### src/design/iss_pkg.sv
// Shared types, codes and field widths for the indexed stack store.
`default_nettype none

package iss_pkg;

    // Default geometry of the element store.
    localparam int DEPTH_DEF = 1024;
    localparam int WIDTH_DEF = 32;

    // Field widths of the command and result beats.
    localparam int CMD_W     = 3;
    localparam int VALUE_W   = 32;
    localparam int INDEX_W   = 10;
    localparam int COUNT_W   = 11;
    localparam int RDATA_W   = 32;
    localparam int STATUS_W  = 2;
    localparam int FILL_W    = 11;
    localparam int S_TDATA_W = 56;
    localparam int M_TDATA_W = 48;

    typedef enum logic [CMD_W-1:0] {
        CMD_PUSH  = 3'd0,
        CMD_POP   = 3'd1,
        CMD_READ  = 3'd2,
        CMD_WRITE = 3'd3,
        CMD_TOP   = 3'd4,
        CMD_CLEAR = 3'd5
    } t_cmd;

    typedef enum logic [STATUS_W-1:0] {
        ST_OK    = 2'd0,
        ST_EMPTY = 2'd1,
        ST_RANGE = 2'd2,
        ST_FULL  = 2'd3
    } t_status;

    // One decoded command on its way from the control stage to the result stage.
    typedef struct packed {
        logic              valid;
        logic              rd;
        t_status           status;
        logic [FILL_W-1:0] fill;
    } t_op;

endpackage

`default_nettype wire

### src/design/iss_out.sv
// Memory-read stage and output register of the result channel.
`default_nettype none

module iss_out #(
    parameter int WIDTH = iss_pkg::WIDTH_DEF
) (
    input  wire logic                          i_clk,
    input  wire logic                          i_rst_n,
    input  wire iss_pkg::t_op                  i_op,
    input  wire logic [WIDTH-1:0]              i_rdata,
    input  wire logic                          i_m_tready,
    output logic                               o_up_ready,
    output logic                               o_m_tvalid,
    output logic      [iss_pkg::RDATA_W-1:0]   o_read_data,
    output logic      [iss_pkg::STATUS_W-1:0]  o_status,
    output logic      [iss_pkg::FILL_W-1:0]    o_fill
);

    import iss_pkg::*;

    t_op                 r_s1;
    logic                r_out_valid;
    logic [RDATA_W-1:0]  r_out_data;
    t_status             r_out_status;
    logic [FILL_W-1:0]   r_out_fill;
    logic                move;

    // The RAM read data holds while the stage waits, since no new read is issued.
    assign move       = r_s1.valid && (!r_out_valid || i_m_tready);
    assign o_up_ready = !r_s1.valid || move;

    always_ff @(posedge i_clk) begin
        if (!i_rst_n) begin
            r_s1        <= '0;
            r_out_valid <= 1'b0;
        end else begin
            if (o_up_ready) begin
                r_s1 <= i_op;
            end
            if (move) begin
                r_out_valid <= 1'b1;
            end else if (i_m_tready) begin
                r_out_valid <= 1'b0;
            end
        end
    end

    always_ff @(posedge i_clk) begin
        if (move) begin
            r_out_data   <= r_s1.rd ? RDATA_W'(i_rdata) : '0;
            r_out_status <= r_s1.status;
            r_out_fill   <= r_s1.fill;
        end
    end

    assign o_m_tvalid  = r_out_valid;
    assign o_read_data = r_out_data;
    assign o_status    = r_out_status;
    assign o_fill      = r_out_fill;

endmodule

`default_nettype wire

### config.mk
export PLATFORM = sky130hd
export DESIGN_NAME = iss_out
export DESIGN_NICKNAME = d
export VERILOG_FILES = /design/src/design/iss_pkg.sv /design/src/design/iss_out.sv
export SDC_FILE = /design/constraint.sdc
export NUM_CORES = 1
export LEC_CHECK = 0
export BUFFER_PORTS_ARGS = -buffer_cell sky130_fd_sc_hd__buf_2
export CAP_MARGIN = 40
export CORE_MARGIN = 2
export CORE_UTILIZATION = 50
export DETAILED_ROUTE_END_ITERATION = 10
export PLACE_DENSITY = 0.83
export SETUP_SLACK_MARGIN = 0.15
export SYNTH_ARGS = -nofsm -noshare
export SYNTH_HDL_FRONTEND = slang
export SYNTH_SLANG_ARGS = --single-unit
### constraint.sdc
create_clock -name i_clk -period 4.86 [get_ports i_clk]
set_input_delay 0.972 -clock i_clk [delete_from_list [all_inputs] [get_ports i_clk]]
set_output_delay 0.972 -clock i_clk [all_outputs]
set_load 0.02 [all_outputs]
**Yosys cells after proc, flatten, opt, wreduce, memory -nomap -nowiden**

Index checks and enable logic that the tools add are counted.

- Register bits: 61
- Bits in latches: 0
- Memory bits (writable): 0
- Memory bits (read-only): 0
- Input bits: 50
- Logic and storage cells: 16
- Memories kept: 0

- Add/subtract/negate cells: 0
- $mul: 0
- Div/mod/pow operators: 0
- $lt $le $gt $ge: 0
- Equal/unequal tests: 0
- Shift-type cells: 0
- Muxes and demuxes: 2
- Bitwise gates (word level): 0
- Reductions and logical operators: 6

Operators by type and width:

| kind | count |
|---|---|
| 1-bit zero test | 2 |
| 1-bit logical OR | 2 |
| 1-bit 2-to-1 mux | 2 |
| 2-bit nonzero test | 1 |
| 1-bit logical AND | 1 |

**Logic depth before layout (Yosys ltp)**

Gate-level depths: netlist of the first run.

- Word-level depth: 4
- Depth in mapped cells: 4
- Mapped depth without buffers: 2

**Worst setup path before layout of the first run**

Ideal clock, no wire load.

- Path kind: input-to-reg
- Start point: input i_m_tready
- End point: register r_out_fill[0] (netlist: o_fill[0]) (enable)
- Setup time: 0.453 ns
- Arrival time: 3.198 ns
- Required time: 4.407 ns
- Setup slack: 1.209 ns
- Cell stages on the path: 2
- Path buffers: 0
- Path through: and2b_2 nor2b_1

- Cells in the longest elaborated chain, start to end: 2

Ends and longest elaborated chain:

| what | RTL line | source |
|---|---|---|
| start: declaration | iss_out.sv:11 | `input wire logic i_m_tready,` |
| 1-bit logical OR | iss_out.sv:29 | `assign move = r_s1.valid && (!r_out_valid \|\| i_m_tready);` |
| 1-bit logical AND | iss_out.sv:29 |  |
| via move | iss_out.sv:26 | `logic move;` |
| end signal: assignment | iss_out.sv:52 | `r_out_fill <= r_s1.fill;` |
| end: declaration | iss_out.sv:25 | `logic [FILL_W-1:0] r_out_fill;` |

The timed path passes the listed nets, and every way through them passes these cells.
A chain may end at the register's enable or synchronous reset.

**Worst setup path in the final report of the first run**

- Start point: input i_m_tready
- End point: output o_up_ready

- Cells in the longest elaborated chain, start to end: 3

Ends and longest elaborated chain:

| what | RTL line | source |
|---|---|---|
| 1-bit logical OR | iss_out.sv:29 |  |
| 1-bit logical AND | iss_out.sv:29 |  |
| 1-bit logical OR | iss_out.sv:30 | `assign o_up_ready = !r_s1.valid \|\| move;` |
| end: declaration | iss_out.sv:12 | `output logic o_up_ready,` |

Every way passes these cells.

==> key figures, run 1 <==
Die
  – Die Area: roughly 5000 sq um
  – Initial Util: between 50% and 60%
  – # IOs: 97
  – Die width: 70.54 um
  – Core area: 4294 sq um
  – Die Span Y: 70.54 um
  – Cell Rows: 24

Clocking
  – CTS Sinks: 61
  – CTS tree: yes
  – Root buffer cell: clkbuf_8
  – Clk_lat worst skew: 0.32 ns
  – Clock Pin Slew Worst Setup and Hold Paths: about 0.06 ns
  – Post-CTS Resized: 0
  – CTS max path bufs: 2
  – H-tree Lvls: 3
  – Hold-fix buffers, CTS: 0
  – Setup bufs post-CTS: 0
  – CTS Buf Count: 9

Synth
  – Yosys cell types: 13
  – Synthesized area: 2213 sq um
  – Synth top area cells: edfxtp_1, dfxtp_1, and2_1, mux2i_1, nand2_1
  – Post-Synthesis Cells: 149
  – Synth Warn #: 0
  – Sequential element share of the synthesized area: 75.52%
  – Post-Syn Nets: 199
  – Yosys top cell area share: 61.05%
  – Post-synth top area cell: edfxtp_1
  – FF+latch count, synth: 61
  – Mapped Avg Cell Area: 14.85 sq um

Timing
  – Final setup viols: 0
  – Final Max Tran Viols: 0
  – Setup TNS: 0 ns
  – Skew final: 0.006082 ns
  – Hold Vio Cnt, Final: 0
  – Min Hold Slack: 0.4301 ns
  – Final worst slack: 2.375 ns
  – Tcrit/Tclk final: 51.14%
  – RSZ-0062 raised after global routing: false
  – Achievable Freq: 402.4 MHz
  – Worst-Margin Slew: 0.7677 ns
  – Slew headroom: 48.75%
  – Final worst path period need: between 2 and 2.5 ns

Power
  – Internal power: around 0.96 mW
  – Static leakage: between 1 and 1.5 nW
  – Clock network power share: 42.2%
  – PD cells: 404.0 nW/um^2
  – Sequential share of power: 49.7%
  – Largest vdd supply drop: 0.0003094 V
  – NetSw: ~0.25 mW
  – Gate power share: 8.0%
  – Total Power Consumption: 1.204 mW
  – Switching share of total power: 20.54%

Finish
  – Fin cells: approximately 300
  – Most frequent cells in the layout: buf_2, edfxtp_1, and2_1
  – Nets: 300
  – Fill cell count: 312
  – Antenna Cells: 0
  – Commonest non-fill, non-tap cell in the layout: buf_2
  – Area delta synth->final: 34.71%
  – Share of post-route cells with drive strength above 1: between 40% and 50%

Worst hold path
  – Hold path endpoint: o_fill[2]
  – Hold path startpoint: r_s1[2]
  – Worst Hold Class: flip-flop to flip-flop
  – Hold Crit Depth: 0

Critical path
  – CP bufs+invs: 3
  – CP Cell Sequence: buf_2 -> and3b_1 -> inv_1 -> buf_2
  – Critical path class: input port to output pin
  – Worst path most repeated cell: buf_2
  – R2R Setup Slk: 3.25 ns
  – Depth of the worst register-to-register path: 3
  – Critical path's slowest cell: and3b_1
  – Worst Setup End Kind: output pin
  – Critical Path Max Stage Delay: roughly 0.24 ns
  – Critical path fanouts, max: 2
  – Worst Path Arrival: between 1.5 and 2 ns
  – Worst EP required: 3.89 ns
  – Worst setup SP type: input port
  – R2R Path End: o_fill[8]
  – CP top delay family: buffers and inverters
  – Reg-to-reg startpoint: o_m_tvalid

Global routing
  – Remaining Overflow, GRT: 0
  – Initial antenna violation count: 0
  – Global-route wire length before repair: between 6000 and 7000 um
  – Pin count of the biggest net entering global routing: 34
  – Total routing usage reported by global routing: 17.75%
  – Vias in the first global route: 1419

Drt
  – Number of routed nets with antenna violations: 0
  – WL/cell: roughly 13 um
  – Via count: ~1400
  – Starting DRT DRC Count: 101
  – # DRC: 0
  – Via density: between 4 and 5
  – Routed WL: 4080 um
  – Detailed Routing Iterations Pass 1: 4

Place
  – Pre-CTS setup slack: between 2 and 2.5 ns
  – Port-buffer cells: between 90 and 100
  – GP Congestion: approximately 0.69
  – Inst Count DP: 291

Job
  – Max_cap viols: 0

Outcome
  – Status: finished, final reports clean
==> Yosys cell counts (all sizes together) <==
master and number:
buf 2, and3b 1, and2b 1, clkbuf 6, mux2i 14, nor2b 1
nand2 28, and2 32, inv 1, dfxtp 16, edfxtp 45, o21a 2
==> flip-flops by register name (all words and copies together) (netlist names) <==
name,count
o_status,2
o_read_data,32
r_s1,15
o_m_tvalid,1
o_fill,11
==> cells by family (layout without fill, tap and decap cells) <==
kind of cell	count (synthesis)	in the layout	share of synthesized area, %
flip-flops	61	61	75.52
multiplexers	14	14	6.331
AO/OA/AOI/OAI	2	2	0.6782
buffers and inverters	9	115	2.600
AND/OR/NAND/NOR	63	63	14.87
==> how the worst max path moves through the flow <==
| stage | startpoint | end | slack, ns | cells past startpoint |
|---|---|---|---|---|
| finish | i_m_tready | o_up_ready | 2.37 | 4 |
| global route | i_m_tready | o_up_ready | 2.34 | 4 |
| CTS | i_m_tready | o_up_ready | 2.37 | 4 |
| detailed placement | i_m_tready | o_up_ready | 2.37 | 4 |
| global placement | i_m_tready | o_read_data[8] | 2.27 | 3 |
| floorplan | i_m_tready | o_fill[0] | 1.21 | 2 |
==> per-stage QoR <==
| step | utilization, % | area, sq um |
|---|---|---|
| 5_1_grt | 69.43 | 2982 |
| 4_1_cts | 69.43 | 2982 |
| 3_5_place_dp | 63.99 | 2748 |
| 6_report | 69.43 | 2982 |
| 2_1_floorplan | - | 2213 |
| 3_3_place_gp | 63.35 | 2720 |
==> power groups by stage <==
stage	registers [mW]	clock network (mW)	logic, mW
after floorplan	0.634	0	0.0281
after detailed placement	0.611	0	0.0973
after global routing	0.603	0.536	0.105
final	0.599	0.509	0.0965
after global placement	0.610	0	0.0917
after CTS	0.600	0.515	0.0977
==> routing by layer <==
layer	global-route usage [%]	routed length [um]	vias up
li1	-	-	710
met1	20.70	1715	624
met2	29.25	1916	71
met3	5.983	361	9
met4	9.434	86	0
met5	0	0	-
==> cell type report <==
class	instances	area, sq um	share of cell area [%]
Sequential cell	61	1672	56.06
Timing Repair Buffer	98	515.5	17.29
Multi-Input combinational cell	79	491.7	16.49
Clock buffer	12	165.2	5.539
Clock inverter	4	68.82	2.308
Tap cell	52	65.06	2.182
Inverter	1	3.754	0.1259
Note: power is estimated with default switching activity, not from simulation.
==> run 2: changes to the inputs <==
--- a/config.mk
+++ b/config.mk
@@ -5,12 +5,13 @@
 export SDC_FILE = /design/constraint.sdc
 export NUM_CORES = 1
 export LEC_CHECK = 0
+export ABC_AREA = 1
 export BUFFER_PORTS_ARGS = -buffer_cell sky130_fd_sc_hd__buf_2
 export CAP_MARGIN = 40
 export CORE_MARGIN = 2
-export CORE_UTILIZATION = 50
+export CORE_UTILIZATION = 42
 export DETAILED_ROUTE_END_ITERATION = 10
-export PLACE_DENSITY = 0.83
+export PLACE_DENSITY = 0.74
 export SETUP_SLACK_MARGIN = 0.15
 export SYNTH_ARGS = -nofsm -noshare
 export SYNTH_HDL_FRONTEND = slang
==> constraint.sdc (replaced) <==
create_clock -name i_clk -period 2.07 [get_ports i_clk]
set_input_delay 0.414 -clock i_clk [delete_from_list [all_inputs] [get_ports i_clk]]
set_output_delay 0.414 -clock i_clk [all_outputs]
set_load 0.02 [all_outputs]
==> run 2 against run 1 <==
Cell area up 0.80%. Synthesized area up 2.6%. Clock-buffer cell count up 2. Synthesized cell count up 42%. Largest cell class unchanged. Final cell count up 27%. Die area up 21%. Wire length down 2.9%. Sequential power up 130%. Combinational power up 130%. Largest power group unchanged.
==> key figures, run 2 <==
Clocking
  – CTS Sinks: 61 (unchanged)
  – CTS Buf Count: 9 (unchanged)
  – CTS max path bufs: 2 (unchanged)
  – CTS tree: yes (unchanged)
  – Post-CTS Resized: 0 (unchanged)
  – Clk_lat worst skew: 0.32 ns (about the same)
  – H-tree Lvls: 3 (unchanged)
  – Clock Pin Slew Worst Setup and Hold Paths: 0.05 ns (was 0.06 ns)
  – Setup bufs post-CTS: 0 (unchanged)
  – Hold-fix buffers, CTS: 0 (unchanged)
  – Root buffer cell: clkbuf_8 (unchanged)

Finish
  – Area of the multi-input gates: 370.4 sq um (was 491.7 sq um)
  – Fin area: 3005 sq um (was 2982 sq um)
  – Reg area: 1672 sq um (unchanged)
  – Antenna Cells: 0 (unchanged)
  – Max FFs per register: 32 (unchanged)
  – Commonest non-fill, non-tap cell in the layout: buf_2 (unchanged)
  – Share of post-route cells with drive strength above 1: 35.74% (was 45.10%)
  – Util after Layout: 58.10% (was 69.43%)
  – Most frequent cells in the layout: buf_2, nand2_1, inv_1 (was buf_2, edfxtp_1, and2_1)
  – Fill cell count: 459 (was 312)
  – Area delta synth->final: 32.34% (was 34.71%)
  – Nets: 364 (was 300)

Synth
  – Synth Warn #: 0 (unchanged)
  – Sequential element share of the synthesized area: 73.61% (was 75.52%)
  – Count leader, synth: nand2_1 (was edfxtp_1)
  – Main flop type after synthesis: edfxtp_1 (unchanged)
  – Yosys top cell area share: 59.50% (was 61.05%)
  – Yosys cell types: 9 (was 13)
  – Top post-synthesis cells by count: nand2_1, inv_1, edfxtp_1 (was edfxtp_1, and2_1, nand2_1)
  – Post-Syn Nets: 262 (was 199)
  – Synth top area cells: edfxtp_1, dfxtp_1, nand2_1, inv_1, nor2_1 (was edfxtp_1, dfxtp_1, and2_1, mux2i_1, nand2_1)
  – Mapped Avg Cell Area: 10.71 sq um (was 14.85 sq um)
  – Post-synth top area cell: edfxtp_1 (unchanged)
  – Post-Synthesis Cells: 212 (was 149)
  – Synthesized area: 2271 sq um (was 2213 sq um)
  – EDFF count, synth: 45 (unchanged)
  – FF+latch count, synth: 61 (unchanged)
  – FFs w/ async S/R, synth: 0% (unchanged)

Timing
  – Setup TNS: 0 ns (unchanged)
  – Final Max Tran Viols: 0 (unchanged)
  – Achievable Freq: about 690 MHz
  – Worst-Margin Slew: 0.3058 ns (was 0.7677 ns)
  – Slew headroom: 79.61% (was 48.75%)
  – Final setup viols: 0 (unchanged)
  – RSZ-0062 raised after global routing: false (unchanged)
  – Skew final: 0.005811 ns (was 0.006082 ns)
  – Tcrit/Tclk final: 69.82%
  – Final worst path period need: between 1 and 1.5 ns
  – Hold Vio Cnt, Final: 0 (unchanged)

Die
  – # IOs: 97 (unchanged)
  – Die Area: 6011 sq um (was 4975 sq um)
  – Die width: 77.53 um (was 70.54 um)
  – Die Span Y: 77.53 um (was 70.54 um)
  – Core area: 5172 sq um (was 4294 sq um)
  – Cell Rows: 26 (was 24)
  – Initial Util: 43.90% (was 51.54%)

Critical path
  – Reg-to-reg startpoint: r_s1[14] (was o_m_tvalid)
  – Worst Setup End Kind: output pin (unchanged)
  – Worst setup SP type: flip-flop (was input port)
  – Critical path fanouts, max: 4 (was 2)
  – CP top delay family: flip-flops (was buffers and inverters)
  – Critical path's slowest cell: dfxtp_1 (was and3b_1)
  – R2R Setup Slk: 0.93 ns (was 3.25 ns)
  – Worst EP required: 1.66 ns (was 3.89 ns)
  – CP Cell Sequence: nand3_2 -> buf_2 (was buf_2 -> and3b_1 -> inv_1 -> buf_2)
  – Critical Path Max Stage Delay: 0.43 ns (was 0.24 ns)
  – R2R Path End: o_read_data[8] (was o_fill[8])
  – Worst Path Arrival: 1.03 ns (was 1.51 ns)
  – Critical path class: flip-flop to output pin (was input port to output pin)
  – Depth of the worst register-to-register path: 3 (unchanged)
  – CP bufs+invs: 1 (was 3)

Drt
  – Starting DRT DRC Count: 64 (was 101)
  – WL/cell: 10.18 um (was 13.29 um)
  – Detailed Routing Iterations Pass 1: 4 (unchanged)
  – Number of routed nets with antenna violations: 0 (unchanged)
  – # DRC: 0 (unchanged)
  – Via density: 4.103 (was 4.606)
  – Routed WL: 3960 um (was 4080 um)
  – Via count: 1596 (was 1414)

Outcome
  – Status: finished, final reports clean (unchanged)

Global routing
  – Initial antenna violation count: 0 (unchanged)
  – Global-route wire length before repair: 6382 um (was 6582 um)
  – Pin count of the biggest net entering global routing: 46 (was 34)
  – Total routing usage reported by global routing: 14.06% (was 17.75%)
  – Remaining Overflow, GRT: 0 (unchanged)
  – Vias in the first global route: 1458 (was 1419)

Place
  – GP Congestion: 0.6880 (was 0.6923)
  – Dpl cell area: 2833 sq um (was 2748 sq um)
  – DP Wirelength: 2793 um
  – Port-buffer cells: 96 (unchanged)

Worst hold path
  – Worst Hold Class: input port to flip-flop (was flip-flop to flip-flop)
  – Hold Crit Depth: 3 (was 0)
  – Hold path startpoint: i_op[14] (was r_s1[2])
  – Hold path endpoint: r_s1[14] (was o_fill[2])

Power
  – PD cells: 834.9 nW/um^2 (was 404.0 nW/um^2)
  – Static leakage: 1.684 nW (was 1.263 nW)
  – Largest vdd supply drop: 0.0003277 V (was 0.0003094 V)

Job
  – Max_cap viols: 0 (unchanged)
run 2: through the flow:
step | setup WS [ns] | hold slack, ns | power [mW] | cells
3_3_place_gp | 0.7274 | 0.4142 | 1.641 | 373
6_report | 0.6248 | 0.3352 | 2.509 | 389
2_1_floorplan | 0.3789 | 0.4090 | 1.546 | 212
3_5_place_dp | 0.7263 | 0.4149 | 1.647 | 373
4_1_cts | 0.5925 | 0.3175 | 2.547 | 389
5_1_grt | 0.5593 | 0.3447 | 2.621 | 389
run 2: tightest hold or removal path, cell delays in order:
cell and delay [ns]:
buf_2 0.09, inv_1 0.04, a21oi_1 0.05
run 2: layout make-up:
class | count | area share (%)
flip-flops and latches | 61 | 55.62
repair buffers | 99 | 17.15
multi-input cells | 93 | 12.32
inverters | 50 | 6.245
clock buffers | 14 | 5.412
well taps | 70 | 2.914
clock inverters | 2 | 0.3331
run 2: cells by family after synthesis:
| family | after synthesis | synth area share, % |
|---|---|---|
| AO/OA/AOI/OAI | 3 | 0.6610 |
| buffers and inverters | 58 | 10.58 |
| flip-flops | 61 | 73.61 |
| AND/OR/NAND/NOR | 90 | 15.15 |
run 2: layer usage:
| metal | GRT usage (%) | vias up | wire (um) |
|---|---|---|---|
| met4 | 8.750 | 0 | 72 |
| li1 | - | 839 | - |
| met2 | 21.74 | 78 | 1789 |
| met5 | 0 | - | 0 |
| met3 | 4.186 | 6 | 353 |
| met1 | 17.28 | 673 | 1745 |
run 2: power breakdown:
part | leakage (nW) | switching, mW | internal, mW | total (mW)
clock | 0.0905 | 0.394 | 0.497 | 0.892
sequential | 0.576 | 0.0177 | 1.38 | 1.39
combinational | 1.02 | 0.139 | 0.0845 | 0.224
total | 1.68 | 0.551 | 1.96 | 2.51
run 2: worst max path at each step:
stage / startpoint / to / slack (ns) / cells past startpoint
after floorplan: i_m_tready / o_fill[0] / 0.38 / 2
after global placement: i_m_tready / o_up_ready / 0.73 / 4
after detailed placement: i_m_tready / o_up_ready / 0.73 / 4
after CTS: o_m_tvalid / o_up_ready / 0.59 / 2
after global routing: o_m_tvalid / o_up_ready / 0.56 / 2
final: o_m_tvalid / o_up_ready / 0.62 / 2
