--- src/design/iss_pkg.sv ---
// Shared types, codes and field widths for the indexed stack store.
`default_nettype none

package iss_pkg;

    // Default geometry of the element store.
    localparam int DEPTH_DEF = 1024;
    localparam int WIDTH_DEF = 32;

    // Field widths of the command and result beats.
    localparam int CMD_W     = 3;
    localparam int VALUE_W   = 32;
    localparam int INDEX_W   = 10;
    localparam int COUNT_W   = 11;
    localparam int RDATA_W   = 32;
    localparam int STATUS_W  = 2;
    localparam int FILL_W    = 11;
    localparam int S_TDATA_W = 56;
    localparam int M_TDATA_W = 48;

    typedef enum logic [CMD_W-1:0] {
        CMD_PUSH  = 3'd0,
        CMD_POP   = 3'd1,
        CMD_READ  = 3'd2,
        CMD_WRITE = 3'd3,
        CMD_TOP   = 3'd4,
        CMD_CLEAR = 3'd5
    } t_cmd;

    typedef enum logic [STATUS_W-1:0] {
        ST_OK    = 2'd0,
        ST_EMPTY = 2'd1,
        ST_RANGE = 2'd2,
        ST_FULL  = 2'd3
    } t_status;

    // One decoded command on its way from the control stage to the result stage.
    typedef struct packed {
        logic              valid;
        logic              rd;
        t_status           status;
        logic [FILL_W-1:0] fill;
    } t_op;

endpackage

`default_nettype wire

--- src/design/iss_ctrl.sv ---
// Command decode, fill-count register and memory access issue.
`default_nettype none

module iss_ctrl #(
    parameter int DEPTH = iss_pkg::DEPTH_DEF,
    parameter int WIDTH = iss_pkg::WIDTH_DEF
) (
    input  wire logic                         i_clk,
    input  wire logic                         i_rst_n,
    input  wire logic                         i_valid,
    input  wire logic [iss_pkg::CMD_W-1:0]    i_cmd,
    input  wire logic [iss_pkg::VALUE_W-1:0]  i_value,
    input  wire logic [iss_pkg::INDEX_W-1:0]  i_index,
    input  wire logic [iss_pkg::COUNT_W-1:0]  i_count,
    input  wire logic                         i_dn_ready,
    output iss_pkg::t_op                      o_op,
    output logic                              o_we,
    output logic      [$clog2(DEPTH)-1:0]     o_waddr,
    output logic      [WIDTH-1:0]             o_wdata,
    output logic                              o_re,
    output logic      [$clog2(DEPTH)-1:0]     o_raddr
);

    import iss_pkg::*;

    localparam int AW    = $clog2(DEPTH);
    localparam int CW    = $clog2(DEPTH + 1);
    localparam int CMP_W = (CW > COUNT_W) ? CW : COUNT_W;

    logic [CW-1:0]    r_count;
    logic [CW-1:0]    n_count;
    logic             accept;
    logic [CMP_W-1:0] cnt_w;
    logic [CMP_W-1:0] idx_w;
    logic [CMP_W-1:0] pop_w;
    logic             idx_ok;
    logic             we;
    logic             re;
    t_status          status;

    assign accept = i_valid && i_dn_ready;
    assign cnt_w  = CMP_W'(r_count);
    assign idx_w  = CMP_W'(i_index);
    assign pop_w  = CMP_W'(i_count);
    // The count never exceeds the depth, so this also keeps the index in range.
    assign idx_ok = idx_w < cnt_w;

    always_comb begin
        n_count = r_count;
        status  = ST_OK;
        we      = 1'b0;
        re      = 1'b0;
        o_waddr = AW'(i_index);
        o_raddr = AW'(i_index);
        case (i_cmd)
            CMD_PUSH: begin
                o_waddr = AW'(r_count);
                if (r_count >= CW'(DEPTH)) begin
                    status = ST_FULL;
                end else begin
                    we      = 1'b1;
                    n_count = r_count + CW'(1);
                end
            end
            CMD_POP: begin
                if (pop_w > cnt_w) begin
                    status = ST_EMPTY;
                end else begin
                    n_count = CW'(cnt_w - pop_w);
                end
            end
            CMD_READ: begin
                if (idx_ok) begin
                    re = 1'b1;
                end else begin
                    status = ST_RANGE;
                end
            end
            CMD_WRITE: begin
                if (idx_ok) begin
                    we = 1'b1;
                end else begin
                    status = ST_RANGE;
                end
            end
            CMD_TOP: begin
                o_raddr = AW'(r_count - CW'(1));
                if (r_count == '0) begin
                    status = ST_EMPTY;
                end else begin
                    re = 1'b1;
                end
            end
            CMD_CLEAR: begin
                n_count = '0;
            end
            default: begin
            end
        endcase
    end

    always_ff @(posedge i_clk) begin
        if (!i_rst_n) begin
            r_count <= '0;
        end else if (accept) begin
            r_count <= n_count;
        end
    end

    assign o_we    = accept && we;
    assign o_re    = accept && re;
    assign o_wdata = WIDTH'(i_value);

    assign o_op = '{valid: accept, rd: re, status: status, fill: FILL_W'(n_count)};

endmodule

`default_nettype wire

--- config.mk ---
export PLATFORM = sky130hd
export DESIGN_NAME = iss_ctrl
export DESIGN_NICKNAME = d
export VERILOG_FILES = /design/src/design/iss_pkg.sv /design/src/design/iss_ctrl.sv
export SDC_FILE = /design/constraint.sdc
export NUM_CORES = 1
export LEC_CHECK = 0
export BUFFER_PORTS_ARGS = -buffer_cell sky130_fd_sc_hd__buf_2
export CAP_MARGIN = 40
export CORE_MARGIN = 2
export CORE_UTILIZATION = 45
export CTS_BUF_LIST = sky130_fd_sc_hd__clkbuf_16
export CTS_CLUSTER_SIZE = 12
export DETAILED_ROUTE_END_ITERATION = 10
export GPL_TIMING_DRIVEN = 0
export PLACE_DENSITY = 0.84
export SKIP_LAST_GASP = 1
export SLEW_MARGIN = 20
export SYNTH_ARGS = -nofsm -noshare
export SYNTH_HDL_FRONTEND = slang
export SYNTH_SLANG_ARGS = --single-unit
--- constraint.sdc ---
create_clock -name i_clk -period 5.7 [get_ports i_clk]
set_input_delay 0 -clock i_clk [delete_from_list [all_inputs] [get_ports i_clk]]
set_output_delay 0 -clock i_clk [all_outputs]
set_load 0.01 [all_outputs]
Word-level counts from Yosys, hierarchy flattened
Cells that the tools add are included.

Output and inout port bits: 69. Logic and storage cells: 33. Register bits after elaboration: 11.

Magnitude comparators: 3. Mux-type cells: 15. Eq/ne operators: 5. $add $sub $neg: 3. Reduce and logical (&&, ||, !) cells: 6.

Operators by type and width (number): $pmux W11 S3 (1); $mux W11 (2); $mux W10 (2); $add A11 B1 Y11 const B (1); $ge A11 B11 Y1 const B (1); $gt A11 B11 Y1 (1); $logic_not A11 Y1 (1); $lt A10 B11 Y1 (1); $sub A11 B11 Y11 (1); $sub A10 B1 Y10 const B (1); $pmux W2 S4 (1); $eq A3 B2 Y1 const B (2); $eq A3 B3 Y1 const B (2); $mux W1 (5); $mux W2 (2); $pmux W1 S2 (2); $eq A3 B1 Y1 const B (1); $logic_and A1 B1 Y1 (3); $logic_not A3 Y1 (1); $reduce_or A2 Y1 (1).

Longest topological paths before layout
Gate-level depths: netlist (run 1).

Word-level depth: 4. Mapped depth: 9. Mapped depth without buffers: 9.

Worst setup path before layout (run 1)
OpenSTA, ideal clock, no wires.

Path type: flip-flop to flip-flop. From: reg r_count[0] (netlist: cnt_w[0]). To: reg r_count[8] (netlist: cnt_w[8]). Stages on the path, launching flop included: 10. Buffers on the path: 0. Required time: 5.572 ns. Path slack: 3.512 ns. Clock period less this slack: 2.188 ns. Arrival time: 2.060 ns. Cells stage by stage: dfxtp_1 inv_1 ha_1 fa_1 nor2b_1 o2111ai_1 a21boi_0 and3b_1 a221oi_1 a311oi_1.

Cells in the longest elaborated chain, start to end: 3. Elaborated cells on any way between the ends: 7.

Ends and longest elaborated chain: start: declaration (RTL line iss_ctrl.sv:30) `logic [CW-1:0] r_count;`; start signal: assignment (RTL line iss_ctrl.sv:106) `r_count <= n_count;`; $sub A11 B11 Y11 (tied with other cells) (RTL line iss_ctrl.sv:69) `n_count = CW'(cnt_w - pop_w);`; $mux W11, on equally long branches (RTL line iss_ctrl.sv:66, iss_ctrl.sv:58); $pmux W11 S3 (*) (RTL line iss_ctrl.sv:55) `case (i_cmd)`.

Every way passes the cells marked *; elsewhere a longest branch is shown, timed or not. A chain may end at the register's enable or synchronous reset.

==> results by group, run 1 <==
Cells and area
  • Max reg flops: 11
  • Final core utilization: around 58%
  • Commonest cells after routing, fill and taps aside: buf_2, o21ai_0, buf_4
  • Final nets: 544
  • Fill count: roughly 520
  • P&R area growth vs syn: 25.5%
  • FF+latch area: 220 µm²
  • Area of the multi-input gates: roughly 1900 µm²
  • Antenna cell count: 0
  • Commonest non-fill, non-tap cell in the layout: buf_2
  • Share of layout cells above drive strength 1: 35.7%

Status
  • Status: finished clean

Logic synthesis
  • Number of flops mapped to enable cells by yosys: 0
  • Syn avg cell area: 6.94 µm²
  • Distinct cells, synth: 60
  • Syn Nets: between 400 and 500
  • Sequential area share after synthesis: 8.76%
  • Post-synthesis cell area: about 2500 µm²
  • Ys async rst share: 0%
  • Synthesized instance count: 362
  • Yosys Warn Count: 0
  • Top FF cell, synth: dfxtp_1
  • Seq cells post-synth: 11

Setup path
  • Peak fanout along the critical path: 8
  • CP Capture Type: primary output
  • R2R Setup Slk: 3120 ps
  • Crit path kind: register to primary output
  • CP Launch Type: register
  • Critical Path RT: 5700 ps
  • Arrival @ worst endpoint: 2690 ps

Timing
  • Tcrit/Tclk final: 47.2%
  • Max Freq: 0.371 GHz
  • Post-Route Setup TNS: 0 ps
  • Final Hold Fails: 0
  • Slew of the pin with the lowest slew margin: between 700 and 800 ps
  • Min Clock Period, post-route: 2690 ps
  • Rel. slew slack: between 40% and 50%
  • RSZ-0062 raised after global routing: false
  • Skew final: 6.42 ps
  • Max Transition Viols Final: 0
  • Final setup vio count: 0

GRT
  • Vias in the first global route: 2,764
  • GRT Overall Usage: about a quarter
  • Largest net degree at the start of global routing: 11
  • Initial antenna violation count: 0
  • Global-route wire length before repair: 12,200 µm
  • Grt total ovfl: 0

CTS
  • CTS root buffer: clkbuf_16
  • CTS Buffer Depth: 2
  • Reg clk slew, reported paths: 50 ps
  • Setup Fix Bufs, Post-CTS: 0
  • CTS tree: built
  • CTS buffer count: 3
  • Clk sink count: 11
  • H-tree depth: 1
  • Post-cts gate resize count: 0
  • Worst-skew pair later-pin latency: 250 ps
  • # hold bufs at CTS: 0

Floorplan
  • Die height: 78.7 µm
  • IO Pins: between 100 and 150
  • Initial Utilization: 46.2%
  • Core ar.: 5440 µm²
  • Full die area: between 6000 and 7000 µm²
  • Die width: ~80 µm
  • Row cnt: 27

Route
  • Vias post-DR: a little under 3k
  • Final WL: 7580 µm
  • Drt wl/cell: approximately 14 µm
  • First drt pass iteration count: 5
  • Final routed DRC violation total: 0
  • Vias per inst: approximately 5.5
  • Final ANT Viol Nets: 0
  • Drt initial violations: 176

Power and ir drop
  • Pwr dens: 136 nW/µm²
  • Worst VDD drop: 88.0 µV
  • Leakage: between 0.0015 and 0.002 µW

Placement
  • GP Congestion: approximately 0.96
  • Hpwl dp: approximately 6100 µm
  • PortBufs: 94

Run
  • Maximum capacitance violations: 0

Worst hold path
  • Hold/Removal Path Class: primary input to register
==> metrics by stage <==
stage / power, µW / setup slack (ps) / instance area [µm²] / hold WS [ps] / std cells
after floorplan: 226 / 3510 / 2510 / 91.8 / 362
after global placement: 287 / 3190 / 3070 / 184 / 528
after detailed placement: 290 / 3190 / 3070 / 184 / 528
after CTS: 425 / 3000 / 3150 / 79.7 / 532
after global routing: 448 / 2710 / 3150 / 94.8 / 532
final: 428 / 3010 / 3150 / 95.1 / 532
==> area by class of cell <==
type                       instances  share of cell area (%)
buffer                            53                    10.9
clock buffer                       3                    2.38
clock inverter                     1                   0.159
inverter                          23                    2.74
multi-input combinational        275                    59.1
sequential                        11                    6.98
tap                               72                    2.86
timing repair buffer              94                    14.9
==> metal layers <==
layer | GRT usage, % | part of all wire, %
met1 | 30.3 | 42
met2 | 41.7 | 48
met3 | 1.48 | 7.6
met4 | 11.1 | 2.3
met5 | 0 | 0
==> cell families (layout without fill, tap and decap cells) <==
| logic type | count (synthesis) | in the layout | synth area share [%] |
|---|---|---|---|
| AOI/OAI and AO/OA | 110 | 110 | 28.2 |
| xor gates and xnor gates | 11 | 11 | 3.83 |
| adders and majority gates | 23 | 23 | 11.7 |
| buffers and inverters | 76 | 174 | 17.1 |
| DFF | 11 | 11 | 8.76 |
| muxes | 12 | 12 | 5.28 |
| and+or+nand+nor | 119 | 119 | 25.1 |
==> path summary, 6_finish.rpt <==
path	from	to	depth (start not counted)
max reg2reg	cnt_w[0]	cnt_w[8]	9
min	i_rst_n	cnt_w[4]	3
min reg2reg	cnt_w[0]	cnt_w[0]	2
max	cnt_w[0]	o_op[6]	10
==> cell usage after synthesis (all sizes together) (2+ instances only) <==
library cell / instances / area [µm²]
o211ai: 3 / 22.5
o31ai: 3 / 27.5
nor2b: 3 / 18.8
nor4: 4 / 46.3
xnor2: 9 / 78.8
mux2i: 2 / 20.0
a21boi: 3 / 22.5
or2: 2 / 12.5
or3: 5 / 41.3
o2111ai: 2 / 17.5
ha: 22 / 275
and3: 6 / 37.5
xor2: 2 / 17.5
clkbuf: 11 / 41.3
a22oi: 2 / 15.0
a21oi: 20 / 100
nor2: 24 / 92.6
mux2: 10 / 113
nand2: 33 / 124
nand3: 16 / 80.1
buf: 42 / 302
a21o: 7 / 52.6
nand2b: 6 / 37.5
nor3: 12 / 76.3
o21ai: 38 / 198
o21a: 4 / 37.5
inv: 23 / 86.3
a31oi: 10 / 62.6
and2: 2 / 12.5
a211oi: 5 / 37.5
dfxtp: 11 / 220
a221oi: 4 / 35.0
==> worst max-delay path, stage by stage, from the launching register on <==
cell	delay [ps]
dfxtp_1	450
inv_1	140
ha_1	230
fa_1	410
nor2b_1	170
o21ai_0	130
a21boi_0	310
o211ai_1	130
a32oi_1	260
nand2_1	80
buf_2	140
==> power by group <==
part	switching [µW]	total (µW)	internal [µW]
Combinational	112	208	95.6
Sequential	3.65	83.6	79.9
Clock	42.8	136	93.6
Total	159	428	269
No activity file was read; power rests on OpenSTA's default activity.
==> inputs of run 2 (changes only) <==
--- a/config.mk
+++ b/config.mk
@@ -5,10 +5,11 @@
 export SDC_FILE = /design/constraint.sdc
 export NUM_CORES = 1
 export LEC_CHECK = 0
+export ABC_AREA = 1
 export BUFFER_PORTS_ARGS = -buffer_cell sky130_fd_sc_hd__buf_2
 export CAP_MARGIN = 40
 export CORE_MARGIN = 2
-export CORE_UTILIZATION = 45
+export CORE_UTILIZATION = 43
 export CTS_BUF_LIST = sky130_fd_sc_hd__clkbuf_16
 export CTS_CLUSTER_SIZE = 12
 export DETAILED_ROUTE_END_ITERATION = 10
==> constraint.sdc (replaced) <==
create_clock -name i_clk -period 2.35 [get_ports i_clk]
set_input_delay 0 -clock i_clk [delete_from_list [all_inputs] [get_ports i_clk]]
set_output_delay 0 -clock i_clk [all_outputs]
set_load 0.01 [all_outputs]
==> results by group, run 2 <==
Status
  • Status: finished clean

Setup path
  • Arrival @ worst endpoint: 2230 ps
  • Cell Chain, Critical Path: inv_2 > ha_1 > fa_2 > nor2_1 > nor2_1 > o21ai_0 > xor2_1 > nand2_1 > nand3_2 > buf_2
  • Crit path top cell by count: nor2_1
  • Crit path kind: register to primary output
  • Crit-path max cell delay: between 300 and 400 ps
  • Peak fanout along the critical path: 10
  • CP Capture Type: primary output
  • CP Launch Type: register
  • Critical path's slowest cell: fa_2
  • Critical Path RT: 2350 ps

Logic synthesis
  • Most frequent cell after synthesis: nand2_1
  • Syn Nets: 532
  • Cell accounting for the most synthesized area: nand2_1
  • Post-synthesis cell area: 2590 µm²
  • Synthesized instance count: 449
  • Distinct cells, synth: 38
  • Top cells by count, synth: nand2_1, inv_1, buf_4
  • Top FF cell, synth: dfxtp_1
  • Yosys Warn Count: 0
  • Top cells by area, synth: nand2_1, ha_1, inv_1, buf_4, dfxtp_1
  • Yosys top cell area share: between 15 and 20%
  • Sequential area share after synthesis: 8.49%
  • Number of flops mapped to enable cells by yosys: 0
  • Syn avg cell area: a little under 6 µm²
  • Ys async rst share: 0%
  • Seq cells post-synth: 11

Power and ir drop
  • Part of the power in registers: between 10% and 20%
  • Pwr dens: about 360 nW/µm²
  • Switching part of the total power: 41.2%
  • P_sw: 479 µW
  • Int Power: about 680 µW
  • Leakage: just under 0.002 µW
  • Logic pwr share: between 50% and 60%
  • Clock power frac: 26.9%
  • Worst VDD drop: just under 300 µV

GRT
  • Largest net degree at the start of global routing: 11
  • Vias in the first global route: 2,797
  • GRT Overall Usage: 22.7%
  • Initial antenna violation count: 0
  • Global-route wire length before repair: 12,100 µm
  • Grt total ovfl: 0

Cells and area
  • Share of layout cells above drive strength 1: 33.3%
  • Commonest non-fill, non-tap cell in the layout: nand2_1
  • P&R area growth vs syn: 25.9%
  • Final core utilization: a little under three fifths
  • Commonest cells after routing, fill and taps aside: nand2_1, buf_2, inv_1
  • Final nets: 633
  • Antenna cell count: 0
  • FF+latch area: 228 µm²
  • Cell area after layout: 3270 µm²
  • Area of the multi-input gates: 1770 µm²
  • Fill count: 609
  • Max reg flops: 11

Run
  • Maximum capacitance violations: 0

CTS
  • Reg clk slew, reported paths: 50 ps
  • H-tree depth: 1
  • CTS Buffer Depth: 2
  • # hold bufs at CTS: 0
  • CTS buffer count: 3
  • Worst-skew pair later-pin latency: 240 ps
  • Clk sink count: 11
  • CTS tree: built
  • CTS root buffer: clkbuf_16

Route
  • Final ANT Viol Nets: 0
  • Drt initial violations: around 160
  • Vias post-DR: 3,146
  • Final routed DRC violation total: 0
  • Drt wl/cell: approximately 12 µm
  • First drt pass iteration count: 4
  • Vias per inst: 5.04
  • Final WL: 7730 µm

Floorplan
  • Full die area: 6670 µm²
  • IO Pins: 129
  • Core ar.: 5890 µm²
  • Die width: 81.7 µm
  • Die height: between 80 and 90 µm
  • Initial Utilization: 44.1%
  • Row cnt: 28

Timing
  • Slew of the pin with the lowest slew margin: 407 ps
  • Max Freq: approximately 0.45 GHz
  • Skew final: 4.25 ps
  • Rel. slew slack: 72.7%
  • Max Transition Viols Final: 0
  • RSZ-0062 raised after global routing: true
  • Final setup vio count: 0
  • Post-Route Setup TNS: 0 ps
  • Min Clock Period, post-route: between 2000 and 2500 ps
  • Final Hold Fails: 0
  • Tcrit/Tclk final: 94.9%

Placement
  • Hpwl dp: 6510 µm
  • GP Congestion: 0.895
  • PortBufs: 96
  • Placed instance area: 3170 µm²

Worst hold path
  • Hold/Removal Path Class: primary input to register
-- run 2: cell types whose count changed after synthesis, sizes merged, moves of 10 or more --
cell | before | now
nand2 | 33 | 124
nor2 | 24 | 39
nand3 | 16 | 38
mux2 | 10 | 0
inv | 23 | 76
-- run 2: worst paths after layout --
path                            startpoint         to  slack [ps]  cells after the start
worst max-delay path              cnt_w[0]    o_op[6]         120                     10
worst min-delay path               i_rst_n  cnt_w[10]          50                      3
worst max register to register    cnt_w[0]   cnt_w[6]         290                     11
worst min register to register    cnt_w[9]   cnt_w[9]         670                      4
-- run 2: power groups by stage --
stage               Clock (µW)  Combinational (µW)  Sequential [µW]
finish                     312                 622              227
detailed placement           0                 613              228
floorplan                    0                 430              218
global route               329                 698              230
CTS                        316                 616              226
global placement             0                 599              228
-- run 2: logic make-up (layout without fill, tap and decap cells) --
kind of cell,count (synthesis),after routing,share of synthesized area (%)
xor+xnor,7,7,2.36
buf+inv,121,221,23.5
flops,11,11,8.49
compound gates,69,69,15.6
simple gates,218,218,38.7
fa+ha+maj,23,23,11.4
-- run 2: layout make-up --
type / count / share of cell area, %
buffer: 44 / 9.80
clock buffer: 3 / 2.30
clock inverter: 1 / 0.115
inverter: 77 / 8.96
multi-input combinational: 317 / 54.3
sequential: 11 / 6.97
tap: 75 / 2.87
timing repair buffer: 96 / 14.7
-- run 2: critical path, delay by kind of cell (launching register included) --
family | cells | cell delay [ps]
AOI/OAI and AO/OA | 1 | 190
xor gates and xnor gates | 1 | 190
adders and majority gates | 2 | 620
buffers and inverters | 2 | 240
DFF | 1 | 370
and+or+nand+nor | 4 | 380
-- run 2: through the flow --
step | hold slack, ps | power [µW] | std cells | setup slack (ps)
4_1_cts | 48.3 | 1160 | 624 | 21.2
5_1_grt | 62.2 | 1260 | 624 | -13.7
2_1_floorplan | 91.8 | 649 | 449 | 391
3_3_place_gp | 185 | 827 | 620 | 199
6_report | 45.4 | 1160 | 624 | 121
3_5_place_dp | 184 | 841 | 620 | 159
-- run 2: repair_timing --
action | in CTS | in global routing
hold endpoints to repair | 0 | 0
endpoints found under the setup margin | 3 | 13
buffers inserted | 0 | 0
gates resized for setup | 2 | 10
-- run 2: routing by layer --
metal / track usage, % / wire [µm] / share of wire [%]
met1: 28.5 / 3390 / 44
met2: 40.7 / 3660 / 47
met3: 3.74 / 581 / 7.5
met4: 5.17 / 95 / 1.2
met5: 0 / 0 / 0
==> inputs of run 3 (changes only) <==
--- a/config.mk
+++ b/config.mk
@@ -5,7 +5,7 @@
 export SDC_FILE = /design/constraint.sdc
 export NUM_CORES = 1
 export LEC_CHECK = 0
-export ABC_AREA = 1
+export ABC_AREA = 0
 export BUFFER_PORTS_ARGS = -buffer_cell sky130_fd_sc_hd__buf_2
 export CAP_MARGIN = 40
 export CORE_MARGIN = 2
==> results by group, run 3 (synthesis results as in run 1) <==
Floorplan
  • IO Pins: 129
  • Initial Utilization: 45.1%
  • Die height: 80.5 µm
  • Die width: 80.5 µm
  • Row cnt: 27
  • Core ar.: 5570 µm²
  • Full die area: 6470 µm²

Worst hold path
  • Hold path endpoint: cnt_w[1]
  • Hold/Removal Path Class: primary input to register
  • Hold Startpoint: i_rst_n
  • Number of cells on the worst hold path: 3

CTS
  • Reg clk slew, reported paths: around 40 ps
  • CTS root buffer: clkbuf_16
  • CTS tree: built
  • CTS buffer count: 3
  • Worst-skew pair later-pin latency: 240 ps
  • H-tree depth: 1
  • Clk sink count: 11
  • # hold bufs at CTS: 0
  • CTS Buffer Depth: 2

Cells and area
  • Commonest non-fill, non-tap cell in the layout: buf_2
  • Commonest cells after routing, fill and taps aside: buf_2, buf_4, nand2_1
  • Final nets: 556
  • Fill count: 517
  • FF+latch area: 233 µm²
  • Final core utilization: 62.0%
  • Share of layout cells above drive strength 1: between 40% and 50%
  • Antenna cell count: 0
  • Area of the multi-input gates: around 2000 µm²
  • Cell area after layout: 3450 µm²
  • Max reg flops: 11
  • P&R area growth vs syn: 37.4%

Run
  • Maximum capacitance violations: 0

Timing
  • Final setup vio count: 6
  • Rel. slew slack: between 60% and 70%
  • Tcrit/Tclk final: 106%
  • Slew of the pin with the lowest slew margin: 571 ps
  • Smallest hold slack: approximately 90 ps
  • Min Clock Period, post-route: 2480 ps
  • Final setup margin: -132 ps
  • Max Transition Viols Final: 0
  • Final Hold Fails: 0
  • Skew final: 1.11 ps
  • Max Freq: 0.403 GHz
  • RSZ-0062 raised after global routing: true

Power and ir drop
  • Pwr dens: 315 nW/µm²
  • Switching part of the total power: a little under two fifths
  • Worst VDD drop: 225 µV
  • P_sw: 405 µW
  • Leakage: 0.00165 µW
  • Clock power frac: 29.1%
  • Part of the power in registers: between 10% and 20%
  • Int Power: a little under 700 µW
  • Logic pwr share: 52.2%

Placement
  • GP Congestion: 0.983
  • PortBufs: 94
  • Placed instance area: 3070 µm²
  • Hpwl dp: 6150 µm

Route
  • Vias post-DR: 3,160
  • Vias per inst: 5.81
  • Final routed DRC violation total: 0
  • Final ANT Viol Nets: 0
  • Drt wl/cell: 15.5 µm
  • First drt pass iteration count: 6
  • Final WL: ~8400 µm
  • Drt initial violations: 270

Status
  • Violated checks: negative setup slack
  • Status: finished, violations left

Setup path
  • Reg-to-reg critical path endpoint: cnt_w[6]
  • Crit path kind: register to primary output
  • Critical Path RT: 2350 ps
  • CP Launch Type: register
  • Peak fanout along the critical path: 4
  • Worst r2r path cells: 10
  • Crit-path max cell delay: 430 ps
  • R2R Setup Slk: 40 ps
  • Cell Chain, Critical Path: inv_2 > ha_2 > fa_2 > nor2b_4 > o21ai_1 > a21boi_2 > o211ai_1 > a32oi_2 > nand2_1 > buf_2
  • CP Capture Type: primary output
  • Reg2reg start: cnt_w[0]
  • Critical path's slowest cell: fa_2
  • Arrival @ worst endpoint: 2480 ps

GRT
  • Global-route wire length before repair: 12,500 µm
  • Initial antenna violation count: 0
  • Vias in the first global route: about 2.6k
  • GRT Overall Usage: 23.9%
  • Largest net degree at the start of global routing: 11
  • Grt total ovfl: 0
-- run 3: critical path, delay by kind of cell (launching register included) --
family / cells / cell delay [ps]
compound gates: 4 / 790
fa+ha+maj: 2 / 620
buf+inv: 2 / 220
flops: 1 / 360
simple gates: 2 / 250
-- run 3: power groups by stage --
stage / combinational [µW] / clock (µW) / sequential, µW
after CTS: 528 / 312 / 204
after global routing: 619 / 323 / 204
after global placement: 487 / 0 / 206
final: 568 / 316 / 203
after floorplan: 346 / 0 / 203
after detailed placement: 496 / 0 / 206
-- run 3: layout make-up --
class                           instances  share of cell area (%)
Multi-Input combinational cell        275                    59.4
Timing Repair Buffer                  107                    16.4
Buffer                                 52                    10.0
Sequential cell                        11                    6.74
Tap cell                               72                    2.61
Inverter                               23                    2.50
Clock buffer                            3                    2.17
Clock inverter                          1                   0.109
-- run 3: how the worst max path moves through the flow --
stage / startpoint / to / slack, ps
2_1_floorplan: cnt_w[0] / cnt_w[8] / 160
3_3_place_gp: cnt_w[0] / cnt_w[8] / -150
3_5_place_dp: cnt_w[0] / cnt_w[8] / -150
4_1_cts: cnt_w[4] / o_op[4] / -40
5_1_grt: cnt_w[0] / o_op[6] / -180
6_report: cnt_w[0] / o_op[6] / -130
-- run 3: metrics by stage --
step,TNS [ps],total power [µW],cells,worst slack (ps)
after floorplan,0,549,362,162
after global routing,-1130,1150,544,-179
after CTS,-108,1040,538,-40.6
after detailed placement,-470,703,528,-148
final,-337,1090,544,-132
after global placement,-335,693,528,-146
-- run 3: metal layers --
layer	up-vias	track usage, %	wire length, µm	part of all wire [%]
met4	0	6.44	152	1.8
met2	226	42.7	4160	49
li1	1497	-	-	-
met3	26	1.91	808	9.6
met1	1411	30.6	3330	39
met5	-	0	0	0
-- run 3: repair_timing --
item,in CTS,in global routing
setup endpoints to repair,21,16
pin swaps,5,10
gates resized for setup,31,31
cloned,0,0
buffers inserted,6,7
